File: src/rtl/gpsh_pkg.sv
// Shared types and constants for the gradient palette shader.
// Holds the controller/datapath command and status structs and the sine table.
// No dependencies.
package gpsh_pkg;

	typedef enum logic {
		CMD_WRITE = 1'b0,
		CMD_SHADE = 1'b1
	} cmd_t;

	typedef enum logic [1:0] {
		CFG_STOP_COUNT = 2'd0,
		CFG_BLEND_MODE = 2'd1,
		CFG_BRIGHTNESS = 2'd2,
		CFG_TEMP_BIAS  = 2'd3
	} cfg_idx_t;

	typedef enum logic [1:0] {
		BLEND_LINEAR  = 2'd0,
		BLEND_NEAREST = 2'd1,
		BLEND_COSINE  = 2'd2,
		BLEND_STEP    = 2'd3
	} blend_t;

	typedef enum logic [3:0] {
		S_IDLE,
		S_SCAN_RD,
		S_SCAN_CMP,
		S_SEG0,
		S_SEG1,
		S_SEG2,
		S_PICK,
		S_FRAC,
		S_DIV,
		S_SHAPE,
		S_MIX,
		S_SCALE,
		S_TEMP,
		S_DONE
	} ctrl_state_t;

	typedef enum logic [1:0] {
		ADDR_SCAN,
		ADDR_SEG,
		ADDR_NEXT
	} addr_sel_t;

	// channel numbers, red first
	localparam logic [1:0] CH_RED   = 2'd0;
	localparam logic [1:0] CH_GREEN = 2'd1;
	localparam logic [1:0] CH_BLUE  = 2'd2;

	// last step of the 8-step fraction divider
	localparam logic [2:0] DIV_LAST = 3'd7;

	// |bias| * 16 / 25 == (|bias| * 16 * 1311) >> 15 for every |bias| up to 128
	localparam logic [10:0] TEMP_RECIP = 11'd1311;
	localparam int          TEMP_SHIFT = 15;

	typedef struct packed {
		logic      wr_stop;
		logic      accept;
		addr_sel_t addr_sel;
		logic      scan_step;
		logic      latch_c0;
		logic      latch_c1;
		logic      pick;
		logic      frac_init;
		logic      div_step;
		logic      shape;
		logic      mix;
		logic      scale;
		logic      temp;
		logic [1:0] ch;
	} dp_ctl_t;

	typedef struct packed {
		logic n_zero;
		logic n_one;
		logic n_gt2;
		logic scan_ge;
		logic scan_more;
		logic div_go;
		logic linear_like;
	} dp_stat_t;

	localparam logic [7:0] SINE_TABLE [256] = '{
		8'd128, 8'd131, 8'd134, 8'd137, 8'd140, 8'd143, 8'd146, 8'd149,
		8'd152, 8'd155, 8'd158, 8'd162, 8'd165, 8'd167, 8'd170, 8'd173,
		8'd176, 8'd179, 8'd182, 8'd185, 8'd188, 8'd190, 8'd193, 8'd196,
		8'd198, 8'd201, 8'd203, 8'd206, 8'd208, 8'd211, 8'd213, 8'd215,
		8'd218, 8'd220, 8'd222, 8'd224, 8'd226, 8'd228, 8'd230, 8'd232,
		8'd234, 8'd235, 8'd237, 8'd238, 8'd240, 8'd241, 8'd243, 8'd244,
		8'd245, 8'd246, 8'd248, 8'd249, 8'd250, 8'd250, 8'd251, 8'd252,
		8'd253, 8'd253, 8'd254, 8'd254, 8'd254, 8'd255, 8'd255, 8'd255,
		8'd255, 8'd255, 8'd255, 8'd255, 8'd254, 8'd254, 8'd254, 8'd253,
		8'd253, 8'd252, 8'd251, 8'd250, 8'd250, 8'd249, 8'd248, 8'd246,
		8'd245, 8'd244, 8'd243, 8'd241, 8'd240, 8'd238, 8'd237, 8'd235,
		8'd234, 8'd232, 8'd230, 8'd228, 8'd226, 8'd224, 8'd222, 8'd220,
		8'd218, 8'd215, 8'd213, 8'd211, 8'd208, 8'd206, 8'd203, 8'd201,
		8'd198, 8'd196, 8'd193, 8'd190, 8'd188, 8'd185, 8'd182, 8'd179,
		8'd176, 8'd173, 8'd170, 8'd167, 8'd165, 8'd162, 8'd158, 8'd155,
		8'd152, 8'd149, 8'd146, 8'd143, 8'd140, 8'd137, 8'd134, 8'd131,
		8'd128, 8'd124, 8'd121, 8'd118, 8'd115, 8'd112, 8'd109, 8'd106,
		8'd103, 8'd100, 8'd97,  8'd93,  8'd90,  8'd88,  8'd85,  8'd82,
		8'd79,  8'd76,  8'd73,  8'd70,  8'd67,  8'd65,  8'd62,  8'd59,
		8'd57,  8'd54,  8'd52,  8'd49,  8'd47,  8'd44,  8'd42,  8'd40,
		8'd37,  8'd35,  8'd33,  8'd31,  8'd29,  8'd27,  8'd25,  8'd23,
		8'd21,  8'd20,  8'd18,  8'd17,  8'd15,  8'd14,  8'd12,  8'd11,
		8'd10,  8'd9,   8'd7,   8'd6,   8'd5,   8'd5,   8'd4,   8'd3,
		8'd2,   8'd2,   8'd1,   8'd1,   8'd1,   8'd0,   8'd0,   8'd0,
		8'd0,   8'd0,   8'd0,   8'd0,   8'd1,   8'd1,   8'd1,   8'd2,
		8'd2,   8'd3,   8'd4,   8'd5,   8'd5,   8'd6,   8'd7,   8'd9,
		8'd10,  8'd11,  8'd12,  8'd14,  8'd15,  8'd17,  8'd18,  8'd20,
		8'd21,  8'd23,  8'd25,  8'd27,  8'd29,  8'd31,  8'd33,  8'd35,
		8'd37,  8'd40,  8'd42,  8'd44,  8'd47,  8'd49,  8'd52,  8'd54,
		8'd57,  8'd59,  8'd62,  8'd65,  8'd67,  8'd70,  8'd73,  8'd76,
		8'd79,  8'd82,  8'd85,  8'd88,  8'd90,  8'd93,  8'd97,  8'd100,
		8'd103, 8'd106, 8'd109, 8'd112, 8'd115, 8'd118, 8'd121, 8'd124
	};

endpackage

File: src/rtl/gradient_palette_shader.sv
// Top level of the gradient palette shader: request and config ports.
// Instantiates gpsh_ctrl and gpsh_dp; uses gpsh_pkg.
//
//  channel  | handshake          | payload
//  ---------+--------------------+--------------------------------------------
//  request  | start, busy        | cmd, stop_index, stop_color, stop_position,
//           |                    | level
//  result   | done (one cycle)   | red, green, blue
//  config   | cfg_we             | cfg_index, cfg_data
//
// A request is taken on a clock edge with start high and busy low.
// A stop write is done on that edge; busy stays low and no result follows.
// A shade request raises busy, which falls after done pulses. The stop
// position scan runs only for three stops or more; no stops skip to the
// scaling, and nearest, step, one stop and linear/cosine at a segment end
// skip the fraction divider. The scan reads and then compares each stop
// position through the single read port of the stop RAM, and the fraction
// divider finds one quotient bit per cycle.
// Reset returns config registers to their defaults and the controller to idle;
// the stop RAM is not cleared. The receiver takes every result as it comes.
module gradient_palette_shader
	import gpsh_pkg::*;
#(
	parameter int MAX_STOPS = 8
) (
	input  logic        clk,
	input  logic        arst_n,
	// request
	input  logic        start,
	output logic        busy,
	input  logic        cmd,
	input  logic [2:0]  stop_index,
	input  logic [23:0] stop_color,
	input  logic [7:0]  stop_position,
	input  logic [7:0]  level,
	// config write port
	input  logic        cfg_we,
	input  logic [1:0]  cfg_index,
	input  logic [7:0]  cfg_data,
	// result
	output logic        done,
	output logic [7:0]  red,
	output logic [7:0]  green,
	output logic [7:0]  blue
);

	dp_ctl_t  ctl;
	dp_stat_t stat;

	// sequence the request: scan, fetch, divide, blend, scale, temperature
	gpsh_ctrl u_ctrl (
		.clk   (clk),
		.arst_n(arst_n),
		.start (start),
		.cmd   (cmd),
		.stat  (stat),
		.ctl   (ctl),
		.busy  (busy),
		.done  (done)
	);

	// hold the palette and config, do the arithmetic
	gpsh_dp #(
		.MAX_STOPS(MAX_STOPS)
	) u_dp (
		.clk          (clk),
		.arst_n       (arst_n),
		.stop_index   (stop_index),
		.stop_color   (stop_color),
		.stop_position(stop_position),
		.level        (level),
		.cfg_we       (cfg_we),
		.cfg_index    (cfg_index),
		.cfg_data     (cfg_data),
		.ctl          (ctl),
		.stat         (stat),
		.red          (red),
		.green        (green),
		.blue         (blue)
	);

endmodule

File: src/rtl/gpsh_ram.sv
// Generic single-write, single-read RAM with registered read data.
// No package dependencies.
module gpsh_ram #(
	parameter int WIDTH = 32,
	parameter int DEPTH = 8
) (
	input  logic                     clk,
	input  logic                     we,
	input  logic [$clog2(DEPTH)-1:0] waddr,
	input  logic [WIDTH-1:0]         wdata,
	input  logic [$clog2(DEPTH)-1:0] raddr,
	output logic [WIDTH-1:0]         rdata
);

	logic [WIDTH-1:0] mem [DEPTH];

	always_ff @(posedge clk) begin
		if (we) begin
			mem[waddr] <= wdata;
		end
		rdata <= mem[raddr];
	end

endmodule

File: src/rtl/gpsh_ctrl.sv
// Sequencer for the gradient palette shader: request accept, stop scan,
// divider steps and per-channel passes. Uses gpsh_pkg.
module gpsh_ctrl
	import gpsh_pkg::*;
(
	input  logic     clk,
	input  logic     arst_n,
	input  logic     start,
	input  logic     cmd,
	input  dp_stat_t stat,
	output dp_ctl_t  ctl,
	output logic     busy,
	output logic     done
);

	ctrl_state_t state_q, state_d;
	logic [2:0]  cnt_q, cnt_d;

	always_ff @(posedge clk or negedge arst_n) begin
		if (!arst_n) begin
			state_q <= S_IDLE;
			cnt_q   <= '0;
		end else begin
			state_q <= state_d;
			cnt_q   <= cnt_d;
		end
	end

	always_comb begin
		state_d      = state_q;
		cnt_d        = cnt_q;
		ctl          = '0;
		ctl.addr_sel = ADDR_SCAN;
		ctl.ch       = cnt_q[1:0];
		case (state_q)
			S_IDLE: begin
				cnt_d = '0;
				if (start) begin
					if (cmd == CMD_WRITE) begin
						ctl.wr_stop = 1'b1;
					end else begin
						ctl.accept = 1'b1;
						if (stat.n_zero) begin
							state_d = S_SCALE;
						end else if (stat.n_gt2) begin
							state_d = S_SCAN_RD;
						end else begin
							state_d = S_SEG0;
						end
					end
				end
			end
			S_SCAN_RD: begin
				state_d = S_SCAN_CMP;
			end
			S_SCAN_CMP: begin
				if (stat.scan_ge) begin
					ctl.scan_step = 1'b1;
					state_d = stat.scan_more ? S_SCAN_RD : S_SEG0;
				end else begin
					state_d = S_SEG0;
				end
			end
			S_SEG0: begin
				ctl.addr_sel = ADDR_SEG;
				state_d = S_SEG1;
			end
			S_SEG1: begin
				ctl.addr_sel = ADDR_NEXT;
				ctl.latch_c0 = 1'b1;
				state_d = stat.n_one ? S_PICK : S_SEG2;
			end
			S_SEG2: begin
				ctl.latch_c1 = 1'b1;
				state_d = stat.linear_like ? S_FRAC : S_PICK;
			end
			S_PICK: begin
				ctl.pick = 1'b1;
				cnt_d = '0;
				state_d = S_SCALE;
			end
			S_FRAC: begin
				ctl.frac_init = 1'b1;
				cnt_d = '0;
				state_d = stat.div_go ? S_DIV : S_SHAPE;
			end
			S_DIV: begin
				ctl.div_step = 1'b1;
				cnt_d = cnt_q + 3'd1;
				if (cnt_q == DIV_LAST) begin
					state_d = S_SHAPE;
				end
			end
			S_SHAPE: begin
				ctl.shape = 1'b1;
				cnt_d = '0;
				state_d = S_MIX;
			end
			S_MIX: begin
				ctl.mix = 1'b1;
				if (cnt_q[1:0] == CH_BLUE) begin
					cnt_d = '0;
					state_d = S_SCALE;
				end else begin
					cnt_d = cnt_q + 3'd1;
				end
			end
			S_SCALE: begin
				ctl.scale = 1'b1;
				if (cnt_q[1:0] == CH_BLUE) begin
					cnt_d = '0;
					state_d = S_TEMP;
				end else begin
					cnt_d = cnt_q + 3'd1;
				end
			end
			S_TEMP: begin
				ctl.temp = 1'b1;
				state_d = S_DONE;
			end
			S_DONE: begin
				state_d = S_IDLE;
			end
			default: begin
				state_d = S_IDLE;
			end
		endcase
	end

	assign busy = (state_q != S_IDLE);
	assign done = (state_q == S_DONE);

	a_done_after_temp: assert property (@(posedge clk) disable iff (!arst_n)
		state_q == S_DONE |-> $past(state_q) == S_TEMP)
		else $error("result strobe without a temperature pass");

	a_chan_in_range: assert property (@(posedge clk) disable iff (!arst_n)
		(state_q == S_MIX || state_q == S_SCALE) |-> cnt_q <= {1'b0, CH_BLUE})
		else $error("channel counter beyond blue");

	a_div_full: assert property (@(posedge clk) disable iff (!arst_n)
		(state_q == S_SHAPE && $past(state_q) == S_DIV) |-> $past(cnt_q) == DIV_LAST)
		else $error("divider left before its last step");

endmodule

File: src/rtl/gpsh_dp.sv
// Datapath for the gradient palette shader: config registers, stop RAM,
// segment registers, bit-serial fraction divider and channel arithmetic.
// Uses gpsh_pkg and gpsh_ram.
module gpsh_dp
	import gpsh_pkg::*;
#(
	parameter int MAX_STOPS = 8
) (
	input  logic        clk,
	input  logic        arst_n,
	input  logic [2:0]  stop_index,
	input  logic [23:0] stop_color,
	input  logic [7:0]  stop_position,
	input  logic [7:0]  level,
	input  logic        cfg_we,
	input  logic [1:0]  cfg_index,
	input  logic [7:0]  cfg_data,
	input  dp_ctl_t     ctl,
	output dp_stat_t    stat,
	output logic [7:0]  red,
	output logic [7:0]  green,
	output logic [7:0]  blue
);

	localparam int AW = $clog2(MAX_STOPS);
	localparam int CW = $clog2(MAX_STOPS + 1);

	function automatic logic [7:0] chan_of(input logic [23:0] c, input logic [1:0] ch);
		case (ch)
			CH_RED:   return c[23:16];
			CH_GREEN: return c[15:8];
			default:  return c[7:0];
		endcase
	endfunction

	// configuration
	logic [3:0] stop_count_q;
	blend_t     blend_q;
	logic [7:0] bright_q;
	logic       bias_pos_q, bias_neg_q;
	logic [8:0] tscale_q;

	logic [7:0]  bias_mag;
	logic [22:0] bias_prod;
	logic [8:0]  tscale_w;

	assign bias_mag  = cfg_data[7] ? 8'(-cfg_data) : cfg_data;
	assign bias_prod = {7'd0, bias_mag, 4'd0} * {12'd0, TEMP_RECIP};
	assign tscale_w  = 9'd256 - {1'b0, 8'(bias_prod >> TEMP_SHIFT)};

	always_ff @(posedge clk or negedge arst_n) begin
		if (!arst_n) begin
			stop_count_q <= '0;
			blend_q      <= BLEND_LINEAR;
			bright_q     <= 8'd255;
			bias_pos_q   <= 1'b0;
			bias_neg_q   <= 1'b0;
			tscale_q     <= 9'd256;
		end else if (cfg_we) begin
			case (cfg_index)
				CFG_STOP_COUNT: stop_count_q <= cfg_data[3:0];
				CFG_BLEND_MODE: blend_q <= blend_t'(cfg_data[1:0]);
				CFG_BRIGHTNESS: bright_q <= cfg_data;
				CFG_TEMP_BIAS: begin
					bias_pos_q <= !cfg_data[7] && (cfg_data != 8'd0);
					bias_neg_q <= cfg_data[7];
					tscale_q   <= tscale_w;
				end
				default: ;
			endcase
		end
	end

	logic [CW-1:0] n;
	assign n = (32'(stop_count_q) > MAX_STOPS) ? CW'(MAX_STOPS) : CW'(stop_count_q);

	// stop RAM: color in the upper 24 bits, position in the low byte
	logic [AW-1:0] k_q, seg_q, raddr;
	logic [31:0]   rdata;
	logic          ram_we;

	assign ram_we = ctl.wr_stop && (32'(stop_index) < MAX_STOPS);

	always_comb begin
		case (ctl.addr_sel)
			ADDR_SCAN: raddr = k_q;
			ADDR_SEG:  raddr = seg_q;
			ADDR_NEXT: raddr = seg_q + AW'(1);
			default:   raddr = seg_q;
		endcase
	end

	gpsh_ram #(
		.WIDTH(32),
		.DEPTH(MAX_STOPS)
	) u_stop_ram (
		.clk  (clk),
		.we   (ram_we),
		.waddr(AW'(stop_index)),
		.wdata({stop_color, stop_position}),
		.raddr(raddr),
		.rdata(rdata)
	);

	logic [7:0]  t_q, p0_q, p1_q, rem_q;
	logic [23:0] c0_q, c1_q;
	logic [8:0]  frac_q;
	logic [7:0]  col_q [3];

	// segment pick for nearest and step
	logic [8:0] pos_sum;
	logic       use_c1;
	assign pos_sum = {1'b0, p0_q} + {1'b0, p1_q};
	assign use_c1  = !stat.n_one && (blend_q == BLEND_NEAREST) && (t_q >= pos_sum[8:1]);

	// divider step: one quotient bit of (t - p0) * 256 / span
	logic [7:0] span;
	logic [8:0] rem2;
	logic       q_bit;
	assign span  = p1_q - p0_q;
	assign rem2  = {rem_q, 1'b0};
	assign q_bit = rem2 >= {1'b0, span};

	// cosine shaping
	logic [7:0] sine_idx;
	assign sine_idx = frac_q[8:1] + 8'd64;

	// channel blend
	logic [7:0]          mix_a, mix_b, mix_res;
	logic signed [8:0]   mix_diff;
	logic signed [18:0]  mix_prod;
	logic signed [10:0]  mix_sum;
	assign mix_a    = chan_of(c0_q, ctl.ch);
	assign mix_b    = chan_of(c1_q, ctl.ch);
	assign mix_diff = $signed({1'b0, mix_b}) - $signed({1'b0, mix_a});
	assign mix_prod = 19'(mix_diff) * 19'($signed({1'b0, frac_q}));
	assign mix_sum  = $signed({3'b000, mix_a}) + mix_prod[18:8];
	assign mix_res  = mix_sum[7:0];

	// brightness and temperature
	logic [1:0]  tch;
	logic [7:0]  cur_col, tmp_col;
	logic [15:0] bright_prod;
	logic [16:0] temp_prod;
	assign tch         = bias_pos_q ? CH_BLUE : CH_RED;
	assign cur_col     = (ctl.ch == CH_RED) ? col_q[0] :
	                     (ctl.ch == CH_GREEN) ? col_q[1] : col_q[2];
	assign tmp_col     = bias_pos_q ? col_q[2] : col_q[0];
	assign bright_prod = cur_col * bright_q;
	assign temp_prod   = {9'd0, tmp_col} * {8'd0, tscale_q};

	always_ff @(posedge clk) begin
		if (ctl.accept) begin
			t_q      <= level;
			k_q      <= AW'(1);
			seg_q    <= '0;
			col_q[0] <= '0;
			col_q[1] <= '0;
			col_q[2] <= '0;
		end
		if (ctl.scan_step) begin
			seg_q <= k_q;
			k_q   <= k_q + AW'(1);
		end
		if (ctl.latch_c0) begin
			c0_q <= rdata[31:8];
			p0_q <= rdata[7:0];
		end
		if (ctl.latch_c1) begin
			c1_q <= rdata[31:8];
			p1_q <= rdata[7:0];
		end
		if (ctl.pick) begin
			col_q[0] <= use_c1 ? c1_q[23:16] : c0_q[23:16];
			col_q[1] <= use_c1 ? c1_q[15:8]  : c0_q[15:8];
			col_q[2] <= use_c1 ? c1_q[7:0]   : c0_q[7:0];
		end
		if (ctl.frac_init) begin
			rem_q  <= t_q - p0_q;
			frac_q <= ((t_q >= p1_q) && (p1_q > p0_q)) ? 9'd256 : 9'd0;
		end
		if (ctl.div_step) begin
			rem_q  <= q_bit ? 8'(rem2 - {1'b0, span}) : rem2[7:0];
			frac_q <= {frac_q[7:0], q_bit};
		end
		if (ctl.shape && (blend_q == BLEND_COSINE)) begin
			frac_q <= {1'b0, 8'd255 - SINE_TABLE[sine_idx]};
		end
		if (ctl.mix) begin
			case (ctl.ch)
				CH_RED:   col_q[0] <= mix_res;
				CH_GREEN: col_q[1] <= mix_res;
				default:  col_q[2] <= mix_res;
			endcase
		end
		if (ctl.scale) begin
			case (ctl.ch)
				CH_RED:   col_q[0] <= bright_prod[15:8];
				CH_GREEN: col_q[1] <= bright_prod[15:8];
				default:  col_q[2] <= bright_prod[15:8];
			endcase
		end
		if (ctl.temp && (bias_pos_q || bias_neg_q)) begin
			if (tch == CH_BLUE) begin
				col_q[2] <= temp_prod[15:8];
			end else begin
				col_q[0] <= temp_prod[15:8];
			end
		end
	end

	assign stat.n_zero      = (n == CW'(0));
	assign stat.n_one       = (n == CW'(1));
	assign stat.n_gt2       = (n > CW'(2));
	assign stat.scan_ge     = (t_q >= rdata[7:0]);
	assign stat.scan_more   = (32'(k_q) + 2 < 32'(n));
	assign stat.div_go      = (t_q > p0_q) && (t_q < p1_q);
	assign stat.linear_like = (blend_q == BLEND_LINEAR) || (blend_q == BLEND_COSINE);

	assign red   = col_q[0];
	assign green = col_q[1];
	assign blue  = col_q[2];

	a_next_in_use: assert property (@(posedge clk) disable iff (!arst_n)
		ctl.latch_c1 |-> (32'(seg_q) + 1 < 32'(n)))
		else $error("segment end stop beyond stop count");

	a_div_span: assert property (@(posedge clk) disable iff (!arst_n)
		ctl.div_step |-> (p1_q > p0_q) && (rem_q < span))
		else $error("divider running without a positive span");

	a_frac_range: assert property (@(posedge clk) disable iff (!arst_n)
		ctl.shape |-> frac_q <= 9'd256)
		else $error("blend fraction above 256");

endmodule
File: config.mk
export PLATFORM = sky130hd
export DESIGN_NAME = gradient_palette_shader
export DESIGN_NICKNAME = d
export VERILOG_FILES = /design/src/rtl/gpsh_pkg.sv /design/src/rtl/gradient_palette_shader.sv /design/src/rtl/gpsh_ram.sv /design/src/rtl/gpsh_ctrl.sv /design/src/rtl/gpsh_dp.sv
export SDC_FILE = /design/constraint.sdc
export NUM_CORES = 1
export LEC_CHECK = 0
export ABC_AREA = 0
export BUFFER_PORTS_ARGS = -buffer_cell sky130_fd_sc_hd__buf_4
export CAP_MARGIN = 0
export CORE_MARGIN = 2
export CORE_UTILIZATION = 55
export DETAILED_ROUTE_END_ITERATION = 7
export GPL_ROUTABILITY_DRIVEN = 0
export GPL_TIMING_DRIVEN = 1
export PLACE_DENSITY = 0.73
export SYNTH_ARGS = -nofsm -noshare
export SYNTH_HDL_FRONTEND = slang
export SYNTH_SLANG_ARGS = --single-unit
File: constraint.sdc
create_clock -name clk -period 9 [get_ports clk]
set_input_delay 0 -clock clk [delete_from_list [all_inputs] [get_ports clk]]
set_output_delay 0 -clock clk [all_outputs]
set_load 0.005 [all_outputs]
Word level (Yosys, flattened, before mapping):

Memories as Yosys holds them, arrays and structs flattened. A register that Yosys moved wholly into a read port is not among the register bits.
Cells that the tools add are included.

* $add $sub $neg: 14
* reductions and logical operators: 31
* multipliers: 4
* bitwise gates (word level): 12
* magnitude comparators: 11
* mux-type cells: 94
* equality and inequality tests: 29

Operators with widths (count)
* 2-to-1 mux 8 bit: 24
* case mux 4 bit (13 select lines): 1
* 2-to-1 mux 1 bit: 42
* < comparator 32 x 4 -> 1 bit: 1
* 2-to-1 mux 4 bit: 8
* case mux 8 bit (2 select lines): 2
* 2-to-1 mux 9 bit: 3
* equality test 4 bit, second input constant: 6
* greater-or-equal comparator 8 bit: 3
* subtractor 8 bit: 3
* multiplier 8 x 11 -> 19 bit, second input constant: 1
* equality test 4 x 3 -> 1 bit, second input constant: 4
* greater-than comparator 8 bit: 2
* multiplier 8 x 8 -> 16 bit: 1
* multiplier 8 x 9 -> 16 bit: 1
* multiplier 9 x 10 -> 16 bit: 1
* 2-to-1 mux 3 bit: 5
* equality test 2 bit, second input constant: 6
* 2-to-1 mux 2 bit: 6
* bitwise OR 1 bit: 11
* adder 3 x 1 -> 3 bit, second input constant: 3
* adder 8 x 8 -> 9 bit: 1
* greater-or-equal comparator 9 x 8 -> 1 bit: 1
* greater-or-equal comparator 9 bit, second input constant: 1
* other kinds (33): 58

* output and inout port bits: 26
* RAM bits: 280
* input bits: 58
* memories kept: 3
* bits in read-only memories: 2048
* bits in registers: 127

Memories
* (name not given): words 256, bits a word 8, read ports 1, clocked after memory_dff 0, write ports 0, line gpsh_dp.sv:187 `frac_q <= {1'b0, 8'd255 - SINE_TABLE[sine_idx]};`
* u_dp.u_stop_ram.mem: words 8, bits a word 32, read ports 1, clocked after memory_dff 1, write ports 1, line gpsh_ram.sv:15 `logic [WIDTH-1:0] mem [DEPTH];`
* u_dp.col_q: words 3, bits a word 8, read ports 3, clocked after memory_dff 0, write ports 3, line gpsh_dp.sv:108 `logic [7:0] col_q [3];`

Depth between registers and ports, before layout:

* depth after elaboration: 11
* gate-level depth with buffers: 41

Hierarchy:

From an unflattened synthesis, not the netlist that was laid out.

* cells, all modules: 2586
* area, all modules: 30055.1 um^2

By module, submodules not included
* gpsh_dp: cells each 2075, instances 1, area an instance 18874.4 um^2
* gpsh_ram: cells each 415, instances 1, area an instance 10466.3 um^2
* gpsh_ctrl: cells each 96, instances 1, area an instance 714.4 um^2

Worst setup path after synthesis:

Ideal clock, no wire load.

* path type: reg2reg
* start: register u_ctrl.cnt_q[1]
* end: memory u_dp.col_q[2][7], data pin
* library setup time: 160 ps
* slack: -445 ps
* path buffers: 3
* arrival time: 9285 ps
* cell stages (with the launch flop): 39
* period minus slack after synthesis: 9445 ps
* cells stage by stage: dfrtp_1 > inv_1 > ha_1 > clkbuf_1 > buf_1 > clkbuf_1 > nor2b_1 > o21ai_0 > o21ai_0 > ha_1 > inv_1 > fa_1 > a41oi_1 > o311ai_1 > a21o_1 > or2_2 > fa_1 > fa_1 > [3 not listed] > inv_1 > fa_1 > inv_1 > ha_1 > nand2_1 > or4_4 > a211o_1 > a21oi_1 > nor2_1 > ha_1 > nand2_1 > or3_1 > nand4_1 > a31oi_1 > or3_1 > a22oi_2 > nor2b_2 > a41oi_1

RTL lines
* start: declaration: line gpsh_ctrl.sv:17 `logic [2:0] cnt_q, cnt_d;`
* start signal: assignment: line gpsh_ctrl.sv:25 `cnt_q <= cnt_d;`
* end: declaration: line gpsh_dp.sv:108

==> out/summary.md <==
The repair_antennas step left the layout with diodes totalling 0. The number of global-route vias before repair was 22500. At the worst endpoint, the required time is 9.29 ns. The first global-routing pass estimated 118000 um of wire. The total met2 wirelength after detailed routing is 35900 um, and the number of pins exceeding their max-slew limit in the final report is 0.

After detailed routing, the wire length on met1 is 30300 um. The final setup violation count was 0. TritonCTS built the clock tree. The post-detailed-placement cell area was 31400 um2. The tool flagged a number of max-cap violations equal to 0. The library cell used most frequently in the layout, excluding fill and tap cells, is sky130_fd_sc_hd__nand2_1.

Count of endpoints failing hold in the final timing report: 0. The tree is rooted in a sky130_fd_sc_hd__clkbuf_16. The cell with the largest stage delay on the worst path was sky130_fd_sc_hd__fa_1. Detailed routing inserted a total of 22800 vias. In this run the worst path has a maximum fanout of 8. Derived from the worst setup path, the maximum achievable clock frequency is 115 MHz.

Sequential cells were found to cover 42.5% of the synthesized design area. The average wire per cell in the routed design was 19.2 um; the overall global routing resource usage was 26.3%. After the first detailed-routing iteration, the DRC count stood at 1982. The final cell count without fillers was 3847; the worst stage delay on the critical path was 0.54 ns. Measured in cells, the most critical reg-to-reg path has a length of 38. The worst setup path is launched from a register. The die footprint was 56200 um2; the critical path arrival was 8.99 ns. For the final cell area excluding filler cells, the log shows 33700 um2. The most numerous cell type found on the critical path is sky130_fd_sc_hd__fa_1.

The first detailed-routing pass ran for 8 iterations. The biggest area contributor in the post-synthesis netlist is sky130_fd_sc_hd__edfxtp_1. In the final layout, the share of cells above drive strength 1 is 9.84%. The logs give 30 for the final routed DRC violation total and 3450 for the net count after synthesis. The top cell types in the final layout, fill and taps aside, are 495 x sky130_fd_sc_hd__nand2_1, 374 x sky130_fd_sc_hd__edfxtp_1, 267 x sky130_fd_sc_hd__inv_1.

The area added between synthesis and finish was 12.6%. The HPWL after detailed placement is 50700 um. In the routed layout, each cell is associated on average with a via count of 5.93. For this run, the leading register cell type out of synthesis is sky130_fd_sc_hd__edfxtp_1. The launch point of the worst reg-to-reg path was u_ctrl.cnt_q[1]. Tracing the worst setup path back leads to its startpoint at u_ctrl.cnt_q[1]. The floorplan step set the die width to 237 um.

The number of enable flip-flop cells after synthesis is 374, and the minimum clock period is 8.70 ns. For this configuration, the core starts out at a cell density of 55.5%. The number of buffer cells added on primary ports is 83, and the number of synthesis warnings is 0. The checks that failed: DRC.

Row generation in the floorplan step produced 85 rows. The flow ran to the end, but the final reports show violations. From bottom edge to top edge, the die measures 237 um. The setup path with the least slack is of type register to register. The logs give 97 for the pin count of the biggest net entering global routing and 2 for the CTS H-tree depth. By area the synthesized netlist is led by sky130_fd_sc_hd__edfxtp_1 38%, sky130_fd_sc_hd__ha_1 10%, sky130_fd_sc_hd__fa_1 9.9%.

In this run the critical register-to-register path is captured at u_dp.col_q[0][7]. The post-route clock period utilization works out to 96.6%. The number of antenna violations at the first check in global routing is 0.

The later pin in the worst-skew pair is clocked with a latency of 0.58 ns. For this design the top-level I/O count stands at 84. Tightest slew margin relative to the limit: 26.3%. Summed over all nets, wire length on met3 after detailed routing comes to 4900 um. After synthesis, the share of flip-flops with an asynchronous set or reset is 7.29%. The CTS sink count is 439, and the cell count after synthesis is 2996. The area share of the leading cell type in the synthesized netlist is 37.6%, and the residual antenna-violating net count after detailed routing is 0. After global routing the overflow that remains totals 0. At the end of the flow, the number of nets in the layout was 3571.

The mapped netlist covers 29900 um2. The path category of the worst min-delay check is primary input to asynchronous set/reset pin. After detailed placement, the design holds a cell count of 3698.

The worst clock skew was 0.0199 ns; the mean instance size in the synthesized netlist was 9.98 um2. The critical path capture point type is a register. In this run the deepest clock path goes through 3 buffers.

The top routing layer in use was met4. At the end of the flow the core is filled with cells to 62.6%. After detailed routing, the total wire length is 73800 um. The setup slack of the worst register-to-register path is 0.30 ns. Clock-pin slew was measured on the worst setup and hold paths at 0.06 ns. The total area inside the core boundary comes to 53800 um2. Synthesis inferred 439 register bits.

The number of CTS-inserted buffers was 44; the worst-margin pin slew was 1.10 ns. The netlist uses 77 different library cells.
==> metal layers <==
metal / GRT usage [%] / up-vias
li1: - / 10600
met1: 35.2 / 11100
met2: 44.4 / 959
met3: 3.18 / 207
met4: 9.19 / 0
met5: 0 / -
==> worst max-delay path by stage <==
| stage | endpoint | slack [ns] | cells past startpoint |
|---|---|---|---|
| finish | u_dp.col_q[0][7] | 0.30 | 38 |
| floorplan | u_dp.col_q[2][7] | 0.005 | 38 |
| global placement | u_dp.col_q[2][7] | 0.16 | 38 |
| detailed placement | u_dp.col_q[0][7] | -0.11 | 35 |
| global route | u_dp.col_q[0][7] | -0.06 | 38 |
| CTS | u_dp.col_q[0][7] | 0.01 | 37 |
==> through the flow <==
step                      setup TNS (ns)  setup slack, ns  hold slack [ns]
after floorplan                        0          0.00472           -0.296
after global placement                 0            0.164          -0.0219
after detailed placement          -0.296           -0.113          -0.0159
after CTS                              0           0.0118           0.0172
after global routing              -0.231          -0.0601           0.0336
final                                  0            0.302           0.0252
==> sequential cells by signal, summed over array words and instances (netlist names), 2 cells and up, named ones only <==
signal	cells
u_ctrl.state_q	4
u_dp.k_q	3
u_dp.stop_count_q	4
u_dp.rem_q	8
u_dp.c1_q	24
u_ctrl.cnt_q	3
u_dp.c0_q	24
u_dp.p0_q	8
u_dp.u_stop_ram.rdata	32
u_dp.u_stop_ram.mem	256
u_dp.p1_q	8
u_dp.t_q	8
u_dp.seg_q	3
u_dp.col_q	24
u_dp.bright_q	8
u_dp.frac_q	6
u_dp.blend_q	2
u_dp.tscale_q	9
==> cell usage after synthesis (24+ instances only) <==
library cell               instances
sky130_fd_sc_hd__edfxtp_1        374
sky130_fd_sc_hd__ha_1            248
sky130_fd_sc_hd__nand3_1         192
sky130_fd_sc_hd__and2_1          104
sky130_fd_sc_hd__o21ai_0         144
sky130_fd_sc_hd__a21oi_1         131
sky130_fd_sc_hd__xor2_1           24
sky130_fd_sc_hd__mux2i_1          27
sky130_fd_sc_hd__nand2_1         495
sky130_fd_sc_hd__nor2_1          152
sky130_fd_sc_hd__clkbuf_1        111
sky130_fd_sc_hd__nor3_1           32
sky130_fd_sc_hd__dfxtp_1          33
sky130_fd_sc_hd__inv_1           271
sky130_fd_sc_hd__a21o_1           42
sky130_fd_sc_hd__nand2b_1         33
sky130_fd_sc_hd__xnor2_1          59
sky130_fd_sc_hd__a31oi_1          26
sky130_fd_sc_hd__fa_1            148
sky130_fd_sc_hd__nor2b_1          27
==> cells by family after synthesis <==
family                     Yosys count  synth area share (%)
muxes                               53                  2.03
adders and majority gates          397                  20.3
DFF                                439                  42.5
buffers and inverters              408                  5.14
and+or+nand+nor                   1109                  17.0
AOI/OAI and AO/OA                  506                  10.5
xor gates and xnor gates            84                  2.49
==> critical path: cells and delay by family, from the launching register on <==
kind / cells / cell delay (ns)
fa+ha+maj: 10 / 3.76
simple gates: 11 / 1.98
compound gates: 9 / 1.45
buf+inv: 7 / 0.60
flops: 1 / 0.41
xor+xnor: 1 / 0.22
==> layout make-up <==
type                       instances  area [um2]
multi-input combinational       2149       16000
timing repair buffer             209        1730
clock inverter                    18         154
inverter                         274        1030
fill                            4246       20200
sequential                       439       12700
tap                              696         871
clock buffer                      62        1200
==> repair_timing <==
item                                    in CTS  in global routing
hold endpoints to repair                   314                  0
pin swaps                                    0                 26
buffers inserted                             0                  9
hold buffers                                59                  0
gates resized for setup                      8                 39
cloned                                       0                  1
endpoints found under the setup margin       3                  9
Power is not shown: default switching activity piles up to over one toggle a cycle in this logic, so the estimate is an artifact.
